[src/uer_pkg.sv]
`default_nettype none
package uer_pkg;

    // Width of the echo width counter and of the quotient built by the divider
    localparam int COUNT_BITS = 16;

    localparam int CFG_W   = 16;
    localparam int DIV_W   = 16;
    localparam int DIST_W  = 8;
    localparam int CMD_W   = 2;
    localparam int IDX_W   = 1;
    localparam int STEP_W  = $clog2(COUNT_BITS + 1);

    localparam logic [DIST_W-1:0]     DIST_MAX  = 8'd255;
    localparam logic [COUNT_BITS-1:0] COUNT_MAX = {COUNT_BITS{1'b1}};
    localparam logic [CFG_W-1:0]      TRIG_MAX  = {CFG_W{1'b1}};

    localparam logic [CFG_W-1:0] TICKS_PER_CM_RESET  = 16'd58;
    localparam logic [CFG_W-1:0] TRIGGER_TICKS_RESET = 16'd10;

    // Configuration register indexes
    localparam logic [IDX_W-1:0] CFG_TICKS_PER_CM  = 1'd0;
    localparam logic [IDX_W-1:0] CFG_TRIGGER_TICKS = 1'd1;

    // Command codes
    localparam logic [CMD_W-1:0] CMD_NONE  = 2'd0;
    localparam logic [CMD_W-1:0] CMD_START = 2'd1;
    localparam logic [CMD_W-1:0] CMD_TAKE  = 2'd2;

endpackage
`default_nettype wire

[src/uer_div.sv]
`default_nettype none
module uer_div (
    input  wire logic                           aclk,
    input  wire logic                           aresetn,
    input  wire logic                           start,
    input  wire logic [uer_pkg::COUNT_BITS-1:0] dividend,
    input  wire logic [uer_pkg::DIV_W-1:0]      divisor,
    output logic                                busy,
    output logic [uer_pkg::DIST_W-1:0]          quotient
);
    import uer_pkg::*;

    logic [DIV_W-1:0]      rem_reg, rem_next;
    logic [COUNT_BITS-1:0] quo_reg, quo_next;
    logic [DIV_W-1:0]      div_reg, div_next;
    logic [STEP_W-1:0]     step_reg, step_next;
    logic                  busy_reg, busy_next;

    logic [DIV_W:0] trial;
    logic [DIV_W:0] diff;

    // One restoring step: shift in the next dividend bit, subtract if it fits
    always_comb begin
        trial     = {rem_reg, quo_reg[COUNT_BITS-1]};
        diff      = trial - {1'b0, div_reg};
        rem_next  = rem_reg;
        quo_next  = quo_reg;
        div_next  = div_reg;
        step_next = step_reg;
        busy_next = busy_reg;
        if (start) begin
            rem_next  = '0;
            quo_next  = dividend;
            div_next  = divisor;
            step_next = STEP_W'(COUNT_BITS);
            busy_next = 1'b1;
        end else if (busy_reg) begin
            if (!diff[DIV_W]) begin
                rem_next = diff[DIV_W-1:0];
                quo_next = {quo_reg[COUNT_BITS-2:0], 1'b1};
            end else begin
                rem_next = trial[DIV_W-1:0];
                quo_next = {quo_reg[COUNT_BITS-2:0], 1'b0};
            end
            step_next = step_reg - STEP_W'(1);
            if (step_reg == STEP_W'(1)) begin
                busy_next = 1'b0;
            end
        end
    end

    always_ff @(posedge aclk) begin
        if (!aresetn) begin
            busy_reg <= 1'b0;
            step_reg <= '0;
        end else begin
            busy_reg <= busy_next;
            step_reg <= step_next;
        end
        rem_reg <= rem_next;
        quo_reg <= quo_next;
        div_reg <= div_next;
    end

    // Clamp the quotient to the distance range
    assign quotient = (quo_reg > COUNT_BITS'(DIST_MAX)) ? DIST_MAX : quo_reg[DIST_W-1:0];
    assign busy     = busy_reg;

endmodule
`default_nettype wire

[src/ultrasonic_echo_ranger.sv]
`default_nettype none
// Ultrasonic echo ranger for HC-SR04 style sensors. Each input word is one timer
// tick carrying a command (plain, start, take) and the sampled echo level; each
// accepted tick yields exactly one result word showing the trigger level for that
// tick, busy and ready flags, and on a take of a finished measurement the
// distance in centimetres (echo width in ticks divided by ticks_per_cm, clamped
// to 255; a zero divisor gives 255). A start from idle raises the trigger for
// trigger_ticks ticks (one if zero), then waits for a rising echo edge and counts
// high ticks (clamped at 2^COUNT_BITS-1) until the falling edge. Rate: one tick
// per clock cycle while the divider is idle and no result word is stalled; a
// result word waits in an output register while the next tick is taken. The tick
// that sees the falling edge starts the restoring divider, which retires one
// quotient bit per cycle; s_ready stays low until it is done. Configuration
// writes on the cfg channel are always ready and are meant for idle periods only.
module ultrasonic_echo_ranger (
    input  wire logic                         aclk,
    input  wire logic                         aresetn,
    // tick input
    input  wire logic                         s_valid,
    output logic                              s_ready,
    input  wire logic [uer_pkg::CMD_W-1:0]    s_command,
    input  wire logic                         s_echo,
    // result output
    output logic                              m_valid,
    input  wire logic                         m_ready,
    output logic                              m_trigger_out,
    output logic                              m_busy_res,
    output logic                              m_ready_res,
    output logic                              m_result_valid,
    output logic [uer_pkg::DIST_W-1:0]        m_distance_cm,
    // configuration writes
    input  wire logic                         cfg_valid,
    output logic                              cfg_ready,
    input  wire logic [uer_pkg::IDX_W-1:0]    cfg_index,
    input  wire logic [uer_pkg::CFG_W-1:0]    cfg_data
);
    import uer_pkg::*;

    typedef enum logic [2:0] {
        PH_IDLE,
        PH_TRIG,
        PH_WAIT,
        PH_TIME,
        PH_DONE
    } phase_t;

    phase_t                phase_reg, phase_next;
    logic [CFG_W-1:0]      trig_cnt_reg, trig_cnt_next;
    logic [COUNT_BITS-1:0] pulse_reg, pulse_next;
    logic                  last_echo_reg;
    logic [CFG_W-1:0]      ticks_per_cm_reg;
    logic [CFG_W-1:0]      trigger_ticks_reg;

    // output register
    logic              m_valid_reg, m_valid_next;
    logic              trig_reg, trig_next;
    logic              busy_res_reg, busy_res_next;
    logic              ready_res_reg, ready_res_next;
    logic              res_valid_reg, res_valid_next;
    logic [DIST_W-1:0] dist_reg, dist_next;

    logic              accept;
    logic              rise;
    logic              div_start;
    logic              div_busy;
    logic [DIST_W-1:0] div_quotient;

    uer_div u_div (
        .aclk     (aclk),
        .aresetn  (aresetn),
        .start    (div_start),
        .dividend (pulse_reg),
        .divisor  (ticks_per_cm_reg),
        .busy     (div_busy),
        .quotient (div_quotient)
    );

    // Take a tick when the divider is free and the output slot frees up
    assign s_ready   = !div_busy && (!m_valid_reg || m_ready);
    assign accept    = s_valid && s_ready;
    assign rise      = s_echo && !last_echo_reg;
    assign cfg_ready = 1'b1;

    always_comb begin
        phase_next     = phase_reg;
        trig_cnt_next  = trig_cnt_reg;
        pulse_next     = pulse_reg;
        div_start      = 1'b0;
        trig_next      = 1'b0;
        res_valid_next = 1'b0;
        dist_next      = '0;

        unique case (phase_reg)
            PH_TRIG: begin
                trig_next = 1'b1;
                trig_cnt_next = (trig_cnt_reg < TRIG_MAX) ? trig_cnt_reg + CFG_W'(1)
                                                          : trig_cnt_reg;
                if (trig_cnt_next >= trigger_ticks_reg) begin
                    phase_next = PH_WAIT;
                end
            end
            PH_WAIT: begin
                // echo already high at trigger end: hold for the next rising edge
                if (rise) begin
                    pulse_next = COUNT_BITS'(1);
                    phase_next = PH_TIME;
                end
            end
            PH_TIME: begin
                if (s_echo) begin
                    if (pulse_reg < COUNT_MAX) begin
                        pulse_next = pulse_reg + COUNT_BITS'(1);
                    end
                end else begin
                    // falling edge: launch the divider, distance lands in its result
                    div_start  = accept;
                    phase_next = PH_DONE;
                end
            end
            PH_DONE: begin
                if (s_command == CMD_TAKE) begin
                    res_valid_next = 1'b1;
                    dist_next      = div_quotient;
                    phase_next     = PH_IDLE;
                end
            end
            default: begin
                // idle, and any stray phase code behaves as idle
                phase_next = PH_IDLE;
                if (s_command == CMD_START) begin
                    trig_next     = 1'b1;
                    trig_cnt_next = CFG_W'(1);
                    phase_next    = (CFG_W'(1) >= trigger_ticks_reg) ? PH_WAIT : PH_TRIG;
                end
            end
        endcase

        busy_res_next  = (phase_next == PH_TRIG) || (phase_next == PH_WAIT) ||
                         (phase_next == PH_TIME);
        ready_res_next = (phase_next == PH_DONE);

        if (accept) begin
            m_valid_next = 1'b1;
        end else if (m_ready) begin
            m_valid_next = 1'b0;
        end else begin
            m_valid_next = m_valid_reg;
        end
    end

    always_ff @(posedge aclk) begin
        if (!aresetn) begin
            phase_reg         <= PH_IDLE;
            trig_cnt_reg      <= '0;
            pulse_reg         <= '0;
            last_echo_reg     <= 1'b0;
            m_valid_reg       <= 1'b0;
            ticks_per_cm_reg  <= TICKS_PER_CM_RESET;
            trigger_ticks_reg <= TRIGGER_TICKS_RESET;
        end else begin
            m_valid_reg <= m_valid_next;
            if (accept) begin
                phase_reg     <= phase_next;
                trig_cnt_reg  <= trig_cnt_next;
                pulse_reg     <= pulse_next;
                last_echo_reg <= s_echo;
            end
            if (cfg_valid && cfg_ready) begin
                unique case (cfg_index)
                    CFG_TICKS_PER_CM:  ticks_per_cm_reg  <= cfg_data;
                    CFG_TRIGGER_TICKS: trigger_ticks_reg <= cfg_data;
                    default: ;
                endcase
            end
        end
        // payload: load with each accepted tick, hold while stalled
        if (accept) begin
            trig_reg      <= trig_next;
            busy_res_reg  <= busy_res_next;
            ready_res_reg <= ready_res_next;
            res_valid_reg <= res_valid_next;
            dist_reg      <= dist_next;
        end
    end

    assign m_valid        = m_valid_reg;
    assign m_trigger_out  = trig_reg;
    assign m_busy_res     = busy_res_reg;
    assign m_ready_res    = ready_res_reg;
    assign m_result_valid = res_valid_reg;
    assign m_distance_cm  = dist_reg;

endmodule
`default_nettype wire

[config.mk]
export PLATFORM = sky130hd
export DESIGN_NAME = ultrasonic_echo_ranger
export DESIGN_NICKNAME = d
export VERILOG_FILES = /design/src/uer_pkg.sv /design/src/uer_div.sv /design/src/ultrasonic_echo_ranger.sv
export SDC_FILE = /design/constraint.sdc
export NUM_CORES = 1
export LEC_CHECK = 0
export BUFFER_PORTS_ARGS = -buffer_cell sky130_fd_sc_hd__buf_4
export CAP_MARGIN = 20
export CORE_MARGIN = 2
export CORE_UTILIZATION = 50
export DETAILED_ROUTE_END_ITERATION = 10
export PLACE_DENSITY = 0.78
export SLEW_MARGIN = 30
export SYNTH_ARGS = -nofsm -noshare
export SYNTH_HDL_FRONTEND = slang
export SYNTH_SLANG_ARGS = --single-unit
[constraint.sdc]
create_clock -name aclk -period 7.3 [get_ports aclk]
set_input_delay 0.73 -clock aclk [delete_from_list [all_inputs] [get_ports aclk]]
set_output_delay 0.73 -clock aclk [all_outputs]
set_load 0.1 [all_outputs]
Word level (Yosys, flattened, before mapping) --
Index checks and enable logic that the tools add are counted.
Operators by class: magnitude comparators 5, reductions and logical operators 20, add/subtract/negate cells 4, equality and inequality tests 14, multiplexer cells 31, bitwise operators 3
Operators with widths (number):
- 2-to-1 mux 16 bit | 8
- one-hot mux 16 bit (2 select lines) | 2
- adder 16 x 1 -> 16 bit, second input constant | 2
- < comparator 16 bit, second input constant | 2
- subtractor 17 x 16 -> 17 bit | 1
- >= comparator 1 x 16 -> 1 bit, first input constant | 1
- >= comparator 16 bit | 1
- > comparator 16 x 8 -> 1 bit, second input constant | 1
- == test 3 x 2 -> 1 bit, second input constant | 4
- 2-to-1 mux 3 bit | 4
- one-hot mux 3 bit (4 select lines) | 1
- 2-to-1 mux 1 bit | 10
- 2-to-1 mux 5 bit | 2
- 2-to-1 mux 8 bit | 1
- nonzero test 2 bit | 4
- == test 3 x 1 -> 1 bit, second input constant | 2
- == test 3 bit, second input constant | 2
- inequality test 2 bit, second input constant | 3
- AND reduction 2 bit | 3
- == test 5 x 1 -> 1 bit, second input constant | 1
- AND reduction 5 bit | 1
- subtractor 5 x 1 -> 5 bit, second input constant | 1
- 2-to-1 mux 2 bit | 2
- logical AND 1 bit | 3
- other kinds (9) | 15
Word-level totals: output and inout port bits 15, register bits 135, input bits 25, word-level logic and storage cells 95

Longest topological paths before layout --
Gate-level depths: netlist of run 1.
depth in word-level cells 8, depth in mapped cells 14, mapped depth without buffers 14

Cells and area by module --
Synthesis of run 1 repeated with hierarchy kept, for this count alone.
Unflattened totals: cell total of the unflattened synthesis 778, area, all modules 7334.5 um^2
By module, submodules not included:
- ultrasonic_echo_ranger | area each 4252.8 um^2, times used 1, sequential area each 1741.7 um^2, cells each 486
- uer_div | area each 3081.7 um^2, times used 1, sequential area each 1401.3 um^2, cells each 292

Worst setup path after synthesis of run 1 --
Ideal clock, no wire load.
path kind register to output, from reg m_valid_reg (netlist: m_valid), to out s_ready, arrival time 2.183 ns, buffers on the path 0, required time 6.570 ns, setup slack 4.387 ns, stages on the path, launching flop included 3, cell sequence dfxtp_1 nor2b_1 nor2_1
On the way: longest elaborated chain between the ends 3
RTL lines:
- start, declared | RTL line ultrasonic_echo_ranger.sv:55 | logic m_valid_reg, m_valid_next;
- start signal, assigned | RTL line ultrasonic_echo_ranger.sv:161 | m_valid_reg <= m_valid_next;
- logical NOT 1 bit | RTL line ultrasonic_echo_ranger.sv:79 | assign s_ready = !div_busy && (!m_valid_reg || m_ready);
- logical OR 1 bit | RTL line ultrasonic_echo_ranger.sv:79
- logical AND 1 bit | RTL line ultrasonic_echo_ranger.sv:79
- end, declared | RTL line ultrasonic_echo_ranger.sv:20 | output logic s_ready,
No other way between the ends.

Worst setup path after layout of run 1 --
from reg u_div.busy_reg (netlist: u_div.busy), to reg u_div.quo_reg[14] (enable)
On the way: longest elaborated chain between the ends 6
RTL lines:
- start, declared | RTL line uer_div.sv:17 | logic busy_reg, busy_next;
- start signal, assigned | RTL line uer_div.sv:57 | busy_reg <= busy_next;
- logical NOT 1 bit | RTL line ultrasonic_echo_ranger.sv:79
- logical AND 1 bit | RTL line ultrasonic_echo_ranger.sv:79
- logical AND 1 bit | RTL line ultrasonic_echo_ranger.sv:80 | assign accept = s_valid && s_ready;
- 2-to-1 mux 1 bit | RTL line ultrasonic_echo_ranger.sv:110 | if (s_echo) begin
- 2-to-1 mux 1 bit | RTL line ultrasonic_echo_ranger.sv:93 | unique case (phase_reg)
- nonzero test 2 bit (no line) *
- end signal, assigned | RTL line uer_div.sv:61 | quo_reg <= quo_next;
- end, declared | RTL line uer_div.sv:14 | logic [COUNT_BITS-1:0] quo_reg, quo_next;
Every way passes the cells marked *; elsewhere a longest branch is shown, timed or not. A chain may end at the register's enable or synchronous reset.

==> results of run 1 <==
per-layer routing:
layer  wire, µm  vias to the layer above
met5          0                        -
met1       6830                     2606
li1           -                     2810
met3        594                       37
met4        467                        0
met2       7260                      137
cell type report:
type / count / area (µm²) / share of cell area
Timing Repair Buffer: 40 / 300 / 0.0372
Inverter: 50 / 188 / 0.0233
Multi-Input combinational cell: 566 / 3630 / 0.450
Sequential cell: 135 / 3140 / 0.390
Clock inverter: 13 / 144 / 0.0178
Clock buffer: 19 / 433 / 0.0537
Tap cell: 180 / 225 / 0.0279
cell families after synthesis:
family / after synthesis
buffers and inverters: 79
other: 1
muxes: 10
AOI/OAI and AO/OA: 176
DFF: 135
xor gates and xnor gates: 41
and+or+nand+nor: 301
adders and majority gates: 37
worst max-delay path by stage:
stage / slack (ns) / end / cells past startpoint / startpoint
final: 3.45 / u_div.quo_reg[14]$_DFFE_PP_ / 7 / u_div.busy$_SDFF_PN0_
after CTS: 3.48 / u_div.quo_reg[14]$_DFFE_PP_ / 7 / u_div.busy$_SDFF_PN0_
after global placement: 3.64 / u_div.quo_reg[12]$_DFFE_PP_ / 7 / u_div.busy$_SDFF_PN0_
after global routing: 3.08 / u_div.rem_reg[4]$_SDFFE_PP0P_ / 8 / u_div.busy$_SDFF_PN0_
after floorplan: 4.39 / s_ready / 2 / m_valid$_SDFFE_PN0P_
after detailed placement: 3.56 / u_div.quo_reg[7]$_DFFE_PP_ / 7 / u_div.busy$_SDFF_PN0_
where the power goes:
group / total, mW / internal, mW / leakage, nW / switching [mW]
sequential: 0.899 / 0.837 / 1.15 / 0.0620
clock: 0.841 / 0.507 / 0.281 / 0.335
combinational: 0.579 / 0.234 / 1.81 / 0.345
cells in the final DEF, fill, tap and decap left out, types with 7 or more instances in the layout:
cell / n
nand2b_1: 8
xnor2_1: 23
nor4_1: 7
nand2_1: 156
nand4_1: 8
and3_1: 8
nand3_1: 22
ha_1: 36
mux2i_1: 7
nor2_1: 37
nor2b_1: 9
clkbuf_16: 17
a21oi_1: 36
xor2_1: 16
dfxtp_1: 91
o21a_1: 13
nor3_1: 8
buf_4: 40
a31oi_1: 10
edfxtp_1: 44
a21boi_0: 32
o21ai_0: 29
inv_1: 48
==> metrics.md, run 1 <==
| Metric | Value |
|---|---|
| Syn_nets | 842 |
| Worst R2R Setup Slack | 3.45 ns |
| Post-synthesis xor/xnor area fraction | 0.0535 |
| H-tree levels | 4 |
| Final ANT Viol Nets | 0 |
| Post-Place Cell Area | 0.00747 mm² |
| Ys async rst share | 0 |
| YS warnings | 0 |
| P&R area growth vs syn | 14.0% |
| First-pass GRT wire length | 24700 µm |
| Dpl ws | 3.56 ns |
| Tmin final | 3.85 ns |
| Critical Path Max Stage Delay | 0.91 ns |
| Hold path cells | 0 |
| Placed Cells incl. Taps | 971 |
| Layout Cells excl Fill | 1003 |
| Worst setup EP type | register |
| Most frequent cell after synthesis | nand2_1 |
| Pin count of the biggest net entering global routing | 50 |
| WL final | 15200 µm |
| Core Box Area | 0.0138 mm² |
| Vias in the first global route | 5209 |
| Busiest grt layer | met2 |
| Vias per inst | 5.57 |
| # diodes | 0 |
| TNS Setup | 0 ns |
| Synth Instances | 780 |
| Root Buffer | clkbuf_16 |
| Post-synthesis mux area share | 0.0147 |
| Post-Synthesis Cell Area | 0.00707 mm² |
| Buffers on Ports | 38 |
| Synth Area in Adders | 0.0665 |
| Clk_lat worst skew | 0.43 ns |
| Post-synth EDFFs | 44 |
| Setup bufs post-CTS | 0 |
| Reg2reg end | u_div.quo_reg[14]$_DFFE_PP_ |
| Cts bufs inserted | 17 |
| CTS tree | built |
| CTS Sinks | 135 |
| Fin area | 0.00806 mm² |
| Die Width | 123 µm |
| PnR worst setup slack | 3.45 ns |
| Layout Nets | 872 |
| Clock transition at path regs | 0.06 ns |
| GR Util met2 | 0.350 |
| Netlist cell types | 72 |
| DIE AREA | 0.0151 mm² |
| Clock Path Buffers | 2 |
| Pwr Total | 2.32 mW |
| Status | finished clean |
| Max_slew headroom | 0.395 |
| Hold path endpoint | u_div.div_reg[3]$_DFFE_PP_ |
| Unrepaired setup endpoints after global routing | no |
| Grt ovf | 0 |
| Hold WC Path Type | register to register |
| Crit path buf inv count | 4 |
| Cts hold-fix bufs | 0 |
| DR vias | 5590 |
| CP top delay family | simple AND/OR/NAND/NOR gates |
| Final Cycle Share | 0.527 |
| Mapped Avg Cell Area | 9.06 µm² |
| Iter 0 DRT Violations | 369 |
| Main synth FF type | dfxtp_1 |
| CP Max Fanout | 34 |
| Global placement routability congestion | 0.896 |
| Main combinational cell family by area after synthesis | simple AND/OR/NAND/NOR gates |
| Seq/Total Area, Yosys | 0.445 |
| Filler cell count | 1185 |
| Pre-antenna DRT Iters | 5 |
| Fin. max-slew vios | 0 |
| Routed WL per cell | 15.1 µm |
| Met1 global-route usage | 0.264 |
| Min-delay src | ticks_per_cm_reg[3]$_SDFFE_PN1P_ |
| GRT met3 Usage | 0.0498 |
| Post-synthesis compound-gate area fraction | 0.169 |
| Layout cells sized above 1 | 0.117 |
| Final Hold Slack | 0.429 ns |
| CP required | 7.36 ns |
| LEAKAGE | 3.24 nW |
| Synth top cells by count | nand2_1 (156), dfxtp_1 (91), inv_1 (48), edfxtp_1 (44), nor2_1 (37) |
| Critical path arrival | 3.90 ns |
| Seq cells post-synth | 135 |
| Synth area leaders | dfxtp_1 (26%), edfxtp_1 (19%), nand2_1 (8.3%) |
| Worst path cell trace | inv_1 -> nand3_2 -> or3_1 -> clkinv_1 -> buf_4 -> nor2_2 -> inv_1 |
| Final HPWL DP | 10700 µm |
| RR Startpoint | u_div.busy$_SDFF_PN0_ |
| Pwr Density | 288 mW/mm² |
| Cell Rows | 43 |
| Total GRT Usage | 0.213 |
| Post-synthesis simple-gate area fraction | 0.206 |
| Worst r2r path cells | 7 |
| Die Ht | 123 µm |
| Max-Cap Viols | 0 |
| Initial core utilization | 0.511 |
| Setup crit start kind | register |
| Final hold vios | 0 |
| Cell mode on critical path | inv_1 |
| Maximum clock rate | 260 MHz |
| Worst Skew | 0.00641 ns |
| Final core occ | 0.583 |
| Setup Viol. Count Final | 0 |
| Area leader, netlist | dfxtp_1 |
| Worst-Margin Slew | 0.906 ns |
| # IOs | 40 |
| Initial antenna violation count | 0 |
| Peak VDD IR | 151 µV |
| Synth top area share | 0.258 |
| CTS resizes | 0 |
| DRC | 0 |
| CP Class | register to register |
| Slowest cell on crit path | dfxtp_1 |
No activity file was read; power rests on OpenSTA's default activity.
==> inputs of run 2 (changes only) <==
clock period = 3.85 ns   (was 7.3 ns; I/O delays follow)
==> metrics.md, run 2 (synthesis results as in run 1) <==
| Metric | Value |
|---|---|
| Status | finished clean (unchanged) |
| DRC | 0 (unchanged) |
| LEAKAGE | 3.28 nW (was 3.24 nW) |
| Clk_lat worst skew | 0.41 ns (was 0.43 ns) |
| Fin area | 0.00816 mm² (was 0.00806 mm²) |
| Die Ht | 123 µm (unchanged) |
| # IOs | 40 (unchanged) |
| Grt ovf | 0 (unchanged) |
| Worst setup EP type | register (unchanged) |
| Vias per inst | 5.52 (was 5.57) |
| Cts hold-fix bufs | 0 (unchanged) |
| DIE AREA | 0.0151 mm² (unchanged) |
| Total GRT Usage | 0.210 (was 0.213) |
| Reg area | 0.00314 mm² (unchanged) |
| # diodes | 0 (unchanged) |
| Unrepaired setup endpoints after global routing | no (unchanged) |
| Die Width | 123 µm (unchanged) |
| Layout Nets | 873 (was 872) |
| Critical path arrival | 3.66 ns (was 3.90 ns) |
| P&R area growth vs syn | 15.5% (was 14.0%) |
| Dpl ws | 0.577 ns (was 3.56 ns) |
| Pwr Density | 565 mW/mm² (was 288 mW/mm²) |
| Layout Cells excl Fill | 1004 (was 1003) |
| CTS tree | built (unchanged) |
| WL final | 15000 µm (was 15200 µm) |
| Final core occ | 0.590 (was 0.583) |
| Clock Path Buffers | 2 (unchanged) |
| CTS resizes | 0 (unchanged) |
| First-pass GRT wire length | 25000 µm (was 24700 µm) |
| Worst Skew | 0.00780 ns (was 0.00641 ns) |
| Cts bufs inserted | 17 (unchanged) |
| Final ANT Viol Nets | 0 (unchanged) |
| Layout cells sized above 1 | 0.118 (was 0.117) |
| CP Max Fanout | 8 (was 34) |
| Hold WC Path Type | input pin to register (was register to register) |
| Area taken by multi-input logic gates | 0.00363 mm² (unchanged) |
| Setup bufs post-CTS | 0 (unchanged) |
| Peak VDD IR | 271 µV (was 151 µV) |
| Cell Rows | 43 (unchanged) |
| Pre-antenna DRT Iters | 5 (unchanged) |
| Placed Cells incl. Taps | 972 (was 971) |
| Max_slew headroom | 0.554 (was 0.395) |
| Critical Path Max Stage Delay | 0.45 ns (was 0.91 ns) |
| Final HPWL DP | 10500 µm (was 10700 µm) |
| CP Class | register to register (unchanged) |
| Filler cell count | 1127 (was 1185) |
| Most frequent cells in the layout | nand2_1 (156), dfxtp_1 (91), inv_1 (48), edfxtp_1 (44), buf_4 (41) (was nand2_1 (156), dfxtp_1 (91), inv_1 (48), edfxtp_1 (44), buf_4 (40)) |
| Root Buffer | clkbuf_16 (unchanged) |
| Initial antenna violation count | 0 (unchanged) |
| Tmin final | 3.32 ns (was 3.85 ns) |
| TNS Setup | 0 ns (unchanged) |
| Vias in the first global route | 5219 (was 5209) |
| Final hold vios | 0 (unchanged) |
| Post-Place Cell Area | 0.00748 mm² (was 0.00747 mm²) |
| Fin. max-slew vios | 0 (unchanged) |
| Iter 0 DRT Violations | 341 (was 369) |
| Worst-Margin Slew | 0.669 ns (was 0.906 ns) |
| H-tree levels | 4 (unchanged) |
| Initial core utilization | 0.511 (unchanged) |
| DR vias | 5538 (was 5590) |
| Setup Viol. Count Final | 0 (unchanged) |
| Global placement routability congestion | 0.882 (was 0.896) |
| Clock transition at path regs | 0.06 ns (about the same) |
| Worst path cell trace | nand4_2 -> nor3_2 -> nand4_1 -> o21ai_2 -> nor2_1 -> xor2_1 -> ha_1 -> and3_1 -> a221oi_1 -> o21ai_0 -> a21oi_1 -> o21ai_0 -> o21a_1 -> a21oi_1 (was inv_1 -> nand3_2 -> or3_1 -> clkinv_1 -> buf_4 -> nor2_2 -> inv_1) |
| Slowest cell on crit path | dfxtp_1 (unchanged) |
| Core Box Area | 0.0138 mm² (unchanged) |
| CTS Sinks | 135 (unchanged) |
| Buffers on Ports | 38 (unchanged) |
| Most common cell after layout, fill and taps aside | nand2_1 (unchanged) |
| PnR worst setup slack | 0.534 ns (was 3.45 ns) |
| Max-Cap Viols | 0 (unchanged) |
| Final Cycle Share | 0.861 (was 0.527) |
| Pin count of the biggest net entering global routing | 50 (unchanged) |
| Routed WL per cell | 14.9 µm (was 15.1 µm) |
| CP required | 4.19 ns (was 7.36 ns) |
| Maximum clock rate | 302 MHz (was 260 MHz) |
| Setup crit start kind | register (unchanged) |
==> run 2: changes by cell type in the layout (fill, tap and decap cells not counted) <==
| cell | change |
|---|---|
| buf_4 | +1 |
| inv_4 | -1 |
| clkbuf_16 | +3 |
| clkinv_4 | -1 |
| inv_6 | -4 |
| bufinv_16 | +2 |
| clkinvlp_4 | +1 |
==> run 2: final cells by class <==
type | instances | share of cell area
clock buffer | 22 | 0.0622
sequential | 135 | 0.385
clock inverter | 10 | 0.0198
multi-input combinational | 566 | 0.445
inverter | 50 | 0.0230
timing repair buffer | 41 | 0.0377
tap | 180 | 0.0276
==> run 2: metrics by stage <==
step / power (mW) / hold slack [ns]
5_1_grt: 4.82 / 0.195
2_1_floorplan: 2.57 / 0.408
6_report: 4.61 / 0.191
3_3_place_gp: 2.78 / 0.412
3_5_place_dp: 2.80 / 0.416
4_1_cts: 4.61 / 0.175
==> run 2: worst max-delay path: cells and delay by family (launching register included) <==
family,cells,cell delay (ns)
XOR/XNOR,1,0.22
flip-flops,1,0.45
adder cells (fa/ha/maj),1,0.28
AO/OA/AOI/OAI,7,1.44
AND/OR/NAND/NOR,5,0.85
==> run 2: report_power, final <==
part	switching [mW]	internal [mW]
registers	0.114	1.59
clock network	0.605	1.20
logic	0.659	0.445
==> run 2: per-layer routing <==
metal / track usage / share of wire / vias to the layer above
li1: - / - / 2811
met1: 0.284 / 0.48 / 2582
met2: 0.330 / 0.47 / 131
met3: 0.0447 / 0.044 / 14
met4: 0.0805 / 0.014 / 0
met5: 0 / 0 / -
==> run 2: worst paths after layout <==
| kind | start | end | slack (ns) | cells past startpoint |
|---|---|---|---|---|
| hold reg to reg | ticks_per_cm_reg[4]$_SDFFE_PN1P_ | u_div.div_reg[4]$_DFFE_PP_ | 0.43 | 0 |
| hold / removal | cfg_data[5] | ticks_per_cm_reg[5]$_SDFFE_PN1P_ | 0.19 | 3 |
| setup / recovery | trig_cnt_reg[4]$_SDFFE_PN0P_ | phase_reg[0]$_SDFFE_PN0P_ | 0.53 | 14 |
| setup reg to reg | trig_cnt_reg[4]$_SDFFE_PN0P_ | phase_reg[0]$_SDFFE_PN0P_ | 0.53 | 14 |
==> inputs of run 3 (changes only) <==
CORE_UTILIZATION = 61   (was 50)
GPL_ROUTABILITY_DRIVEN = 0   (was default)
MAX_ROUTING_LAYER = met4   (was default)
PLACE_DENSITY = 0.91   (was 0.78)
==> metrics.md, run 3 (synthesis results as in run 1) <==
| Metric | Value |
|---|---|
| Hold WC Path Type | input pin to register (unchanged) |
| Layout cells sized above 1 | 0.118 (unchanged) |
| Routed WL per cell | 16.3 µm (was 14.9 µm) |
| Setup bufs post-CTS | 0 (unchanged) |
| Critical Path Max Stage Delay | 0.45 ns (about the same) |
| Clock transition at path regs | 0.06 ns (about the same) |
| Peak VDD IR | 326 µV (was 271 µV) |
| Setup crit start kind | register (unchanged) |
| Fin area | 0.00800 mm² (was 0.00816 mm²) |
| Buffers on Ports | 38 (unchanged) |
| CP Max Fanout | 8 (unchanged) |
| Layout Nets | 873 (unchanged) |
| Filler cell count | 796 (was 1127) |
| Vias per inst | 5.98 (was 5.52) |
| Pwr Density | 541 mW/mm² (was 565 mW/mm²) |
| # diodes | 0 (unchanged) |
| Max_slew headroom | 0.354 (was 0.554) |
| Die Width | 112 µm (was 123 µm) |
| Post-Place Cell Area | 0.00744 mm² (was 0.00748 mm²) |
| Fin. max-slew vios | 0 (unchanged) |
| Root Buffer | clkbuf_16 (unchanged) |
| CTS Sinks | 135 (unchanged) |
| Iter 0 DRT Violations | 512 (was 341) |
| Clk_lat worst skew | 0.43 ns (was 0.41 ns) |
| Cts hold-fix bufs | 0 (unchanged) |
| Final HPWL DP | 11000 µm (was 10500 µm) |
| Crit path buf inv count | 0 (unchanged) |
| TNS Setup | 0 ns (unchanged) |
| Cts bufs inserted | 17 (unchanged) |
| CTS tree | built (unchanged) |
| Final ANT Viol Nets | 0 (unchanged) |
| Final hold vios | 0 (unchanged) |
| DRC | 0 (unchanged) |
| Total GRT Usage | 0.273 (was 0.210) |
| P&R area growth vs syn | 13.1% (was 15.5%) |
| DIE AREA | 0.0125 mm² (was 0.0151 mm²) |
| Initial antenna violation count | 0 (unchanged) |
| Worst Skew | 0.0111 ns (was 0.00780 ns) |
| Vias in the first global route | 5671 (was 5219) |
| Pwr Total | 4.33 mW (was 4.61 mW) |
| # IOs | 40 (unchanged) |
| Slowest cell on crit path | dfxtp_1 (unchanged) |
| Core Box Area | 0.0114 mm² (was 0.0138 mm²) |
| H-tree levels | 4 (unchanged) |
| Max-Cap Viols | 0 (unchanged) |
| Die Ht | 112 µm (was 123 µm) |
| Worst setup EP type | register (unchanged) |
| Grt ovf | 0 (unchanged) |
| Status | finished clean (unchanged) |
| Unrepaired setup endpoints after global routing | no (unchanged) |
| Critical path arrival | 3.72 ns (was 3.66 ns) |
| Final Hold Slack | 0.209 ns (was 0.191 ns) |
| Tmin final | 3.38 ns (was 3.32 ns) |
| Worst path cell trace | nand4_2 -> nor3_2 -> nand4_1 -> o21ai_2 -> nor2_1 -> xor2_1 -> ha_1 -> and3_1 -> a221oi_1 -> o21ai_0 -> a21oi_1 -> o21ai_0 -> o21a_1 -> a21oi_1 (unchanged) |
| Setup Viol. Count Final | 0 (unchanged) |
| Final Cycle Share | 0.877 (was 0.861) |
| Maximum clock rate | 296 MHz (was 302 MHz) |
| WL final | 15800 µm (was 15000 µm) |
| CP Class | register to register (unchanged) |
| Initial core utilization | 0.622 (was 0.511) |
| Clock Path Buffers | 2 (unchanged) |
| Most common cell after layout, fill and taps aside | nand2_1 (unchanged) |
| LEAKAGE | 3.22 nW (was 3.28 nW) |
| Pre-antenna DRT Iters | 5 (unchanged) |
| Pin count of the biggest net entering global routing | 50 (unchanged) |
| Cell Rows | 39 (was 43) |
| CTS resizes | 0 (unchanged) |
| First-pass GRT wire length | 26700 µm (was 25000 µm) |
| CP required | 4.20 ns (was 4.19 ns) |
| DR vias | 5784 (was 5538) |
| Worst-Margin Slew | 0.962 ns (was 0.669 ns) |
| Most frequent cells in the layout | nand2_1 (156), dfxtp_1 (91), inv_1 (48), edfxtp_1 (44), buf_4 (41) (unchanged) |
| CP top delay family | compound AO/OA/AOI/OAI gates (unchanged) |
-- run 3: cell types whose count changed in the layout (fill, tap and decap cells not counted), sizes merged --
| cell | change |
|---|---|
| inv | -1 |
| clkbuf | -1 |
| bufinv | -4 |
| clkinvlp | +1 |
| clkinv | +5 |
-- run 3: area by class of cell --
class,instances,area [µm²],share of cell area
clock buffers,21,483,0.0604
flip-flops and latches,135,3140,0.393
clock inverters,11,73.8,0.00923
multi-input cells,566,3620,0.453
well taps,143,179,0.0224
repair buffers,41,308,0.0385
inverters,50,188,0.0235
-- run 3: tightest hold or removal path: cells and delay by family --
family                 cells  cell delay (ns)
AND/OR/NAND/NOR            2             0.12
buffers and inverters      1             0.11
-- run 3: final timing paths --
check | start | endpoint | slack, ns | depth (start not counted)
worst max register to register | trig_cnt_reg[4]$_SDFFE_PN0P_ | phase_reg[0]$_SDFFE_PN0P_ | 0.47 | 14
worst min register to register | ticks_per_cm_reg[6]$_SDFFE_PN0P_ | u_div.div_reg[6]$_DFFE_PP_ | 0.42 | 0
worst min-delay path | cfg_data[3] | ticks_per_cm_reg[3]$_SDFFE_PN1P_ | 0.21 | 3
worst max-delay path | trig_cnt_reg[4]$_SDFFE_PN0P_ | phase_reg[0]$_SDFFE_PN0P_ | 0.47 | 14
-- run 3: through the flow --
step                instances   util  worst slack, ns
floorplan                 780      -             1.06
global placement          935  0.654            0.661
detailed placement        935  0.654            0.570
CTS                       967  0.703            0.540
global route              967  0.703            0.256
finish                    967  0.703            0.475
-- run 3: where the power goes --
part	switching, mW	total, mW	internal [mW]	leakage (nW)
clock network	0.618	1.51	0.895	0.269
logic	0.671	1.11	0.442	1.81
registers	0.114	1.70	1.59	1.15
-- run 3: per-layer routing --
layer / up-vias / share of wire / GRT usage / wire [µm]
met4: 0 / 0.031 / 0.118 / 496
met3: 39 / 0.066 / 0.0512 / 1040
met2: 226 / 0.49 / 0.439 / 7680
met5: - / 0 / - / 0
li1: 2820 / - / - / -
met1: 2699 / 0.42 / 0.338 / 6570
